File: src/sv/amdfs_pkg.sv
// ----------------------------------------------------------------------------
// amdfs_pkg
// Shared types, field widths and codes for the adjacency matrix DFS block.
// ----------------------------------------------------------------------------
package amdfs_pkg;

    localparam int DEFAULT_MAX_VERTICES = 64;

    localparam int OPCODE_W = 2;
    localparam int VERTEX_W = 6;
    localparam int COUNT_W  = 7;
    localparam int ROW_W    = 64;

    localparam int S_TDATA_W = 16;
    localparam int M_TDATA_W = 8;

    localparam logic [COUNT_W-1:0] VCOUNT_RESET = 7'd64;

    localparam logic [OPCODE_W-1:0] OP_ADD    = 2'd0;
    localparam logic [OPCODE_W-1:0] OP_CLEAR  = 2'd1;
    localparam logic [OPCODE_W-1:0] OP_SEARCH = 2'd2;

    localparam logic [1:0] RD_A     = 2'd0;
    localparam logic [1:0] RD_B     = 2'd1;
    localparam logic [1:0] RD_TOP   = 2'd2;
    localparam logic [1:0] RD_STACK = 2'd3;

    typedef logic [ROW_W-1:0] row_t;

    typedef struct packed {
        logic       load_item;
        logic       clear_graph;
        logic       row_rd;
        logic [1:0] row_rd_sel;
        logic       row_wr_a;
        logic       row_wr_b;
        logic       search_init;
        logic       push;
        logic       pop;
        logic       stack_rd;
        logic       top_from_stack;
        logic       emit_last;
        logic       emit_bad;
    } cmd_t;

    typedef struct packed {
        logic [OPCODE_W-1:0] op;
        logic                edge_ok;
        logic                start_ok;
        logic                cand_any;
        logic                depth_one;
        logic                out_free;
    } status_t;

endpackage

File: src/sv/amdfs_ctrl.sv
// ----------------------------------------------------------------------------
// amdfs_ctrl
// Sequencer for edge updates, graph clear and the depth-first walk.
// ----------------------------------------------------------------------------
module amdfs_ctrl (
    input  logic               aclk,
    input  logic               aresetn,
    input  logic               s_tvalid,
    output logic               s_tready,
    input  amdfs_pkg::status_t status,
    output amdfs_pkg::cmd_t    cmd
);

    localparam logic [3:0] ST_IDLE     = 4'd0;
    localparam logic [3:0] ST_DECODE   = 4'd1;
    localparam logic [3:0] ST_ADD_RD_A = 4'd2;
    localparam logic [3:0] ST_ADD_WR_A = 4'd3;
    localparam logic [3:0] ST_ADD_RD_B = 4'd4;
    localparam logic [3:0] ST_ADD_WR_B = 4'd5;
    localparam logic [3:0] ST_INIT     = 4'd6;
    localparam logic [3:0] ST_RD       = 4'd7;
    localparam logic [3:0] ST_EVAL     = 4'd8;
    localparam logic [3:0] ST_POP_RD   = 4'd9;
    localparam logic [3:0] ST_POP_TOP  = 4'd10;
    localparam logic [3:0] ST_END      = 4'd11;
    localparam logic [3:0] ST_BAD      = 4'd12;

    logic [3:0] state_reg;
    logic [3:0] state_next;

    assign s_tready = aresetn && (state_reg == ST_IDLE);

    always_comb begin
        cmd        = '0;
        state_next = state_reg;
        case (state_reg)
            ST_IDLE: begin
                if (s_tvalid) begin
                    cmd.load_item = 1'b1;
                    state_next    = ST_DECODE;
                end
            end
            ST_DECODE: begin
                case (status.op)
                    amdfs_pkg::OP_ADD: begin
                        state_next = status.edge_ok ? ST_ADD_RD_A : ST_IDLE;
                    end
                    amdfs_pkg::OP_CLEAR: begin
                        cmd.clear_graph = 1'b1;
                        state_next      = ST_IDLE;
                    end
                    amdfs_pkg::OP_SEARCH: begin
                        state_next = status.start_ok ? ST_INIT : ST_BAD;
                    end
                    default: begin
                        state_next = ST_IDLE;
                    end
                endcase
            end
            ST_ADD_RD_A: begin
                cmd.row_rd     = 1'b1;
                cmd.row_rd_sel = amdfs_pkg::RD_A;
                state_next     = ST_ADD_WR_A;
            end
            ST_ADD_WR_A: begin
                cmd.row_wr_a = 1'b1;
                state_next   = ST_ADD_RD_B;
            end
            ST_ADD_RD_B: begin
                cmd.row_rd     = 1'b1;
                cmd.row_rd_sel = amdfs_pkg::RD_B;
                state_next     = ST_ADD_WR_B;
            end
            ST_ADD_WR_B: begin
                cmd.row_wr_b = 1'b1;
                state_next   = ST_IDLE;
            end
            ST_INIT: begin
                cmd.search_init = 1'b1;
                state_next      = ST_RD;
            end
            ST_RD: begin
                cmd.row_rd     = 1'b1;
                cmd.row_rd_sel = amdfs_pkg::RD_TOP;
                state_next     = ST_EVAL;
            end
            ST_EVAL: begin
                if (status.cand_any) begin
                    if (status.out_free) begin
                        cmd.push   = 1'b1;
                        state_next = ST_RD;
                    end
                end else begin
                    cmd.pop    = 1'b1;
                    state_next = status.depth_one ? ST_END : ST_POP_RD;
                end
            end
            ST_POP_RD: begin
                cmd.stack_rd = 1'b1;
                state_next   = ST_POP_TOP;
            end
            ST_POP_TOP: begin
                cmd.top_from_stack = 1'b1;
                cmd.row_rd         = 1'b1;
                cmd.row_rd_sel     = amdfs_pkg::RD_STACK;
                state_next         = ST_EVAL;
            end
            ST_END: begin
                if (status.out_free) begin
                    cmd.emit_last = 1'b1;
                    state_next    = ST_IDLE;
                end
            end
            ST_BAD: begin
                if (status.out_free) begin
                    cmd.emit_bad = 1'b1;
                    state_next   = ST_IDLE;
                end
            end
            default: begin
                state_next = ST_IDLE;
            end
        endcase
    end

    always_ff @(posedge aclk) begin
        if (!aresetn) begin
            state_reg <= ST_IDLE;
        end else begin
            state_reg <= state_next;
        end
    end

endmodule

File: config.mk
export PLATFORM = sky130hd
export DESIGN_NAME = amdfs_ctrl
export DESIGN_NICKNAME = d
export VERILOG_FILES = /design/src/sv/amdfs_pkg.sv /design/src/sv/amdfs_ctrl.sv
export SDC_FILE = /design/constraint.sdc
export NUM_CORES = 1
export LEC_CHECK = 0
export BUFFER_PORTS_ARGS = -buffer_cell sky130_fd_sc_hd__buf_2
export CAP_MARGIN = 20
export CORE_AREA = 10 10 47 49
export CTS_BUF_LIST = sky130_fd_sc_hd__clkbuf_4 sky130_fd_sc_hd__clkbuf_8 sky130_fd_sc_hd__clkbuf_16
export CTS_CLUSTER_SIZE = 28
export DETAILED_ROUTE_END_ITERATION = 7
export DIE_AREA = 0 0 57 59
export PLACE_DENSITY = 0.71
export SLEW_MARGIN = 20
export SYNTH_ARGS = -nofsm -noshare
export SYNTH_HDL_FRONTEND = slang
export SYNTH_SLANG_ARGS = --single-unit
File: constraint.sdc
create_clock -name aclk -period 1.62 [get_ports aclk]
set_input_delay 0.324 -clock aclk [delete_from_list [all_inputs] [get_ports aclk]]
set_output_delay 0.324 -clock aclk [all_outputs]
set_load 0.005 [all_outputs]
==> flow_metrics.py, run 1 <==
metrics = {
    "power": {
        "p_leak_nw": 0.331,
        "peakVddDrop_mv": 0.517,
        "power_density_mw_per_mm2": 634,
    },
    "logic_synthesis": {
        "ys_types": 32,
        "yosysTopAreaCell": "dfxtp_1",
        "yosysMostFrequentCell": "nor2_1",
        "async_flop_share_pct": 0,
        "avgSynthCellArea_um2": 6.55,
        "synth_compound_area_share_pct": 23.8,
        "syn_inst": 77,
        "synth-xor-area-share_pct": 0,
        "ys_warn_count": 0,
        "synth_enable_flop_cells": 0,
        "synth-seq-cells": 4,
        "seq_area_frac_synth_pct": 15.9,
        "synth_top_area_share_pct": 15.9,
        "syn_nets": 87,
        "syn_area_um2": 504,
        "synth_adder_area_share_pct": 0,
        "synth_top_family_by_area": "simple AND/OR/NAND/NOR gates",
        "synthSimpleGateAreaFrac_pct": 48.9,
        "ys.flop_type": "dfxtp_1",
        "synth_common_cells": "nor2_1, a21oi_1, nand2_1, nor3_1, nand2b_1",
        "muxShareOfSynthArea_pct": 3.97,
        "synthTopCellsByArea": "dfxtp_1, nor2_1, nand2b_1, a21oi_1, nor3_1",
    },
    "finish": {
        "fin_nets": 117,
        "syn2layout_area_growth_pct": 44.4,
        "drive_gt1_share_pct": 42.9,
        "utilization_pct": 52.0,
        "diodes": 0,
        "largest_register_ffs": 4,
    },
    "place": {
        "dp_hpwl_um": 1310,
        "gp_congestion": 0.826,
        "io_buffers": 24,
    },
    "setup_path": {
        "crit_required_ns": 1.30,
        "setup.worst_path.start_class": "flop",
        "cp.arrival_ns": 1.38,
        "critical_path.cell_chain": "or4b_4, nor3b_2, buf_2",
        "max_stage_delay_ns": 0.55,
        "critPathMaxFanout": 3,
        "cp-end-kind": "output pin",
        "criticalPathCategory": "reg -> out",
        "slowest_stage": "or4b_4",
    },
    "clock_tree": {
        "clkTransAtPathRegs_ns": 0.04,
        "h-tree-depth": 1,
        "cts_hold_buf": 0,
        "cts_tree": "built",
        "cts.root.buffer_cell": "clkbuf_4",
        "clk-insertion-delay-late_ns": 0.24,
        "numCtsBuffers": 3,
        "cts_buffer_depth": 2,
        "cts_sinks": 4,
    },
    "global_route": {
        "grt_overflow": 0,
        "grt_max_degree": 19,
        "grt_usage_pct": 9.96,
        "grt_pass1_vias": 657,
        "antenna_found_initial": 0,
        "grt_pass1_wl_um": 2810,
    },
    "routing": {
        "dr.pass1.iters": 6,
        "met3_length_um": 107,
        "drtIter0Drc": 12,
        "vias": 659,
        "met1_length_um": 726,
        "met2_length_um": 821,
        "wl_per_cell_um": 14.0,
        "dr.max_layer_used": "met4",
        "wl_um": 1690,
        "drc": 0,
        "viasPerCell": 5.45,
        "ant_nets": 0,
    },
    "timing": {
        "finClkSkew_ns": 0.00516,
        "worst_pin_slew_ns": 0.364,
        "maxSlewHeadroom_pct": 75.4,
        "rsz0062_at_grt": "true",
        "finalSetupViolations": 1,
        "fin_crit_ns": 1.70,
        "post-route-period-util_pct": 105,
        "setup_slack_ns": -0.0842,
        "finalHoldWorstSlack_ns": 0.383,
        "final-max-slew-violation-count": 0,
        "fmax_mhz": 587,
        "hold_violations": 0,
    },
    "min_path": {
        "hold_class": "in -> reg",
    },
    "floorplan": {
        "dieArea_mm2": 0.00336,
        "fp.dieW_um": 57,
        "initial_utilization_pct": 36.0,
        "die_height_um": 59,
        "rows": 14,
        "pin_count": 25,
        "core_area_mm2": 0.00140,
    },
    "status": {
        "violations": "negative setup slack",
        "outcome": "finished with violations",
    },
    "run": {
        "drv_cap": 0,
    },
}
==> final timing paths <==
| check | start | end | slack (ns) | cells past startpoint |
|---|---|---|---|---|
| worst max-delay path | state_reg[3] | cmd[12] | -0.08 | 3 |
| worst min-delay path | aresetn | state_reg[3] | 0.38 | 2 |
| worst max register to register | state_reg[3] | state_reg[3] | 0.03 | 4 |
| worst min register to register | state_reg[3] | state_reg[3] | 0.69 | 3 |
==> power by group <==
group	switching, mW	internal, mW
clock network	0.0401	0.0828
registers	0.00495	0.108
logic	0.123	0.103
total	0.168	0.294
==> worst max-delay path: cells and delay by family (launching register included) <==
kind,cells,cell delay (ns)
AND/OR/NAND/NOR,2,0.71
flip-flops,1,0.31
buffers and inverters,1,0.13
==> routing by layer <==
metal / global-route usage [%] / up-vias
met3: 2.15 / 4
met4: 6.38 / 0
met5: 0 / -
li1: - / 337
met2: 16.4 / 26
met1: 11.4 / 292
==> cells in the final DEF (no fill, tap or decap), types with 2 or more instances in the layout <==
| master | instances |
|---|---|
| and4_1 | 2 |
| nand2_1 | 5 |
| clkbuf_4 | 3 |
| nor2_2 | 2 |
| nor3_1 | 5 |
| nand2b_4 | 2 |
| nor2_1 | 11 |
| o22ai_1 | 3 |
| dfxtp_1 | 3 |
| mux2i_1 | 2 |
| a21boi_0 | 2 |
| buf_2 | 24 |
| buf_4 | 4 |
| and3_1 | 2 |
| a21oi_1 | 6 |
| nand2b_1 | 2 |
| o21ai_0 | 2 |
| buf_6 | 2 |
==> logic make-up after synthesis <==
group                  after synthesis
and+or+nand+nor                     45
muxes                                2
DFF                                  4
AOI/OAI and AO/OA                   19
buffers and inverters                7
==> metrics by stage <==
| step | setup TNS (ns) | std cells | instance area (um2) | total power [mW] | setup WS, ns |
|---|---|---|---|---|---|
| floorplan | 0 | 77 | 504 | 0.251 | 0.00650 |
| global placement | 0 | 117 | 652 | 0.310 | 0.0758 |
| detailed placement | 0 | 117 | 652 | 0.315 | 0.0354 |
| CTS | -0.104 | 120 | 692 | 0.454 | -0.104 |
| global route | -0.378 | 121 | 728 | 0.502 | -0.141 |
| finish | -0.0842 | 121 | 728 | 0.462 | -0.0842 |
==> layout make-up <==
cell class	instances	area, um2
Clock buffer	3	22.5
Fill cell	153	673
Timing Repair Buffer	30	173
Inverter	2	7.51
Multi-Input combinational cell	66	424
Tap cell	16	20.0
Sequential cell	4	81.3
==> repair_timing <==
| action | in CTS | in global routing |
|---|---|---|
| resized for setup | 5 | 9 |
| setup endpoints to repair | 5 | 9 |
| cloned | 0 | 0 |
| setup buffers | 0 | 1 |
Power figures use the tool's default switching activity.
==> run 2, diff against run 1 <==
--- a/config.mk
+++ b/config.mk
@@ -9,10 +9,9 @@
 export CAP_MARGIN = 20
 export CORE_AREA = 10 10 47 49
 export CTS_BUF_LIST = sky130_fd_sc_hd__clkbuf_4 sky130_fd_sc_hd__clkbuf_8 sky130_fd_sc_hd__clkbuf_16
-export CTS_CLUSTER_SIZE = 28
 export DETAILED_ROUTE_END_ITERATION = 7
 export DIE_AREA = 0 0 57 59
-export PLACE_DENSITY = 0.71
+export PLACE_DENSITY = 0.68
 export SLEW_MARGIN = 20
 export SYNTH_ARGS = -nofsm -noshare
 export SYNTH_HDL_FRONTEND = slang
==> constraint.sdc (replaced) <==
create_clock -name aclk -period 2.2 [get_ports aclk]
set_input_delay 0.44 -clock aclk [delete_from_list [all_inputs] [get_ports aclk]]
set_output_delay 0.44 -clock aclk [all_outputs]
set_load 0.005 [all_outputs]
==> flow_metrics.py, run 2 (synthesis gave the netlist of run 1 again) <==
metrics = {
    "status": {
        "outcome": "complete, no violations",
    },
    "power": {
        "power.switching_uw": 117,
        "p_leak_nw": 0.302,
        "power_density_mw_per_mm2": 488,
        "combinationalPowerShare_pct": 42.0,
        "power_frac_seq_pct": 28.7,
        "switching_share_pct": 36.6,
        "power.internal_uw": 202,
        "p_clk_share_pct": 29.3,
        "peakVddDrop_mv": 0.444,
    },
    "setup_path": {
        "max_stage_delay_ns": 0.59,
        "critical_path.cell_chain": "or4b_4, nor3b_1, buf_2",
        "r2r_start": "state_reg[3]",
        "crit_required_ns": 1.76,
        "critPathMaxFanout": 15,
        "cp.arrival_ns": 1.58,
        "setup.worst_path.start_class": "flop",
        "criticalPathCategory": "reg -> out",
        "r2r-end": "state_reg[3]",
        "slowest_stage": "or4b_4",
        "reg2reg_depth": 4,
        "rrSetupSlack_ns": 0.46,
        "cp-end-kind": "output pin",
    },
    "clock_tree": {
        "cts_sinks": 4,
        "numCtsBuffers": 3,
        "cts_buffer_depth": 2,
        "cts.root.buffer_cell": "clkbuf_4",
        "clk-insertion-delay-late_ns": 0.24,
        "clkTransAtPathRegs_ns": 0.04,
        "cts_setup_buffers": 0,
        "cts_hold_buf": 0,
        "cts_tree": "built",
        "h-tree-depth": 1,
        "cts_resized": 0,
    },
    "min_path": {
        "min_from": "aresetn",
        "holdPathEnd": "state_reg[1]",
        "hold_depth": 3,
        "hold_class": "in -> reg",
    },
    "finish": {
        "fin_nets": 113,
        "diodes": 0,
        "multi_input_area_um2": 387,
        "final_common_cell": "buf_2",
        "fin_area_um2": 652,
        "largest_register_ffs": 4,
        "syn2layout_area_growth_pct": 29.3,
        "mostFrequentLayoutCells": "buf_2, nor2_1, nand2_1, nor3_1, a21oi_1",
        "drive_gt1_share_pct": 30.7,
        "n_fill_cell": 162,
        "seqCellArea_um2": 80.1,
    },
    "timing": {
        "fin_setup_tns_ns": 0,
        "rsz0062_at_grt": "false",
        "hold_violations": 0,
        "fin_crit_ns": 2.02,
        "finClkSkew_ns": 0.00694,
        "maxSlewHeadroom_pct": 73.3,
        "fmax_mhz": 495,
        "finalSetupViolations": 0,
        "setup_slack_ns": 0.179,
        "post-route-period-util_pct": 91.9,
        "final-max-slew-violation-count": 0,
        "worst_pin_slew_ns": 0.401,
    },
    "floorplan": {
        "fp.dieW_um": 57,
        "dieArea_mm2": 0.00336,
        "die_height_um": 59,
        "rows": 14,
        "pin_count": 25,
        "initial_utilization_pct": 36.0,
        "core_area_mm2": 0.00140,
    },
    "global_route": {
        "antenna_found_initial": 0,
        "grt_usage_pct": 9.39,
        "grt_pass1_wl_um": 2600,
        "grt_overflow": 0,
        "grt_max_degree": 19,
        "grt_pass1_vias": 628,
    },
    "run": {
        "drv_cap": 0,
    },
    "routing": {
        "vias": 634,
        "wl_um": 1530,
        "drtIter0Drc": 7,
        "ant_nets": 0,
        "drc": 0,
        "wl_per_cell_um": 13.1,
        "dr.pass1.iters": 4,
        "viasPerCell": 5.42,
    },
    "place": {
        "gp_congestion": 0.846,
        "place_ws_ns": 0.429,
        "postPlaceCellArea_um2": 629,
        "io_buffers": 24,
        "dp_hpwl_um": 1230,
    },
}
run 2: cell types whose count changed in the layout (fill, tap and decap cells not counted), moves of 2 or more:
cell and change:
nand2b_1 +3, buf_4 -2, buf_6 -2, nand2b_4 -2, nor2_1 +2, nor2_2 -2
run 2: final cells by class:
class	instances	area share (%)
Multi-Input combinational cell	66	59.3
Timing Repair Buffer	26	20.7
Sequential cell	4	12.3
Clock buffer	3	3.45
Tap cell	16	3.07
Inverter	2	1.15
run 2: power groups by stage:
stage               registers, mW  logic, mW  clock network, mW
floorplan                  0.0845      0.101                  0
global placement           0.0920      0.132                  0
detailed placement         0.0922      0.134                  0
CTS                        0.0912      0.134             0.0983
global route               0.0926      0.151              0.106
finish                     0.0913      0.134             0.0932
run 2: how the worst max path moves through the flow:
stage,startpoint,to,slack [ns],depth (start not counted)
floorplan,state_reg[2],state_reg[3],0.59,5
global placement,state_reg[3],cmd[12],0.46,3
detailed placement,state_reg[3],cmd[12],0.43,3
CTS,state_reg[3],cmd[12],0.16,3
global route,state_reg[3],cmd[9],0.02,5
finish,state_reg[3],cmd[12],0.18,3
run 2: per-layer routing:
| layer | GRT usage [%] | share of wire [%] |
|---|---|---|
| met5 | 0 | 0 |
| met4 | 8.05 | 2.4 |
| met3 | 2.15 | 8.2 |
| met2 | 14.4 | 45 |
| met1 | 10.7 | 44 |
run 2: critical path, delay by kind of cell (launching register included):
family	cells	cell delay [ns]
flip-flops	1	0.42
AND/OR/NAND/NOR	2	0.77
buffers and inverters	1	0.14
run 2: metrics by stage:
step	cells	hold slack, ns	power [mW]	util [%]
after floorplan	77	0.569	0.185	-
after global placement	114	0.609	0.224	44.9
after detailed placement	114	0.632	0.226	44.9
after CTS	117	0.484	0.324	46.5
after global routing	117	0.499	0.350	46.5
final	117	0.492	0.318	46.5
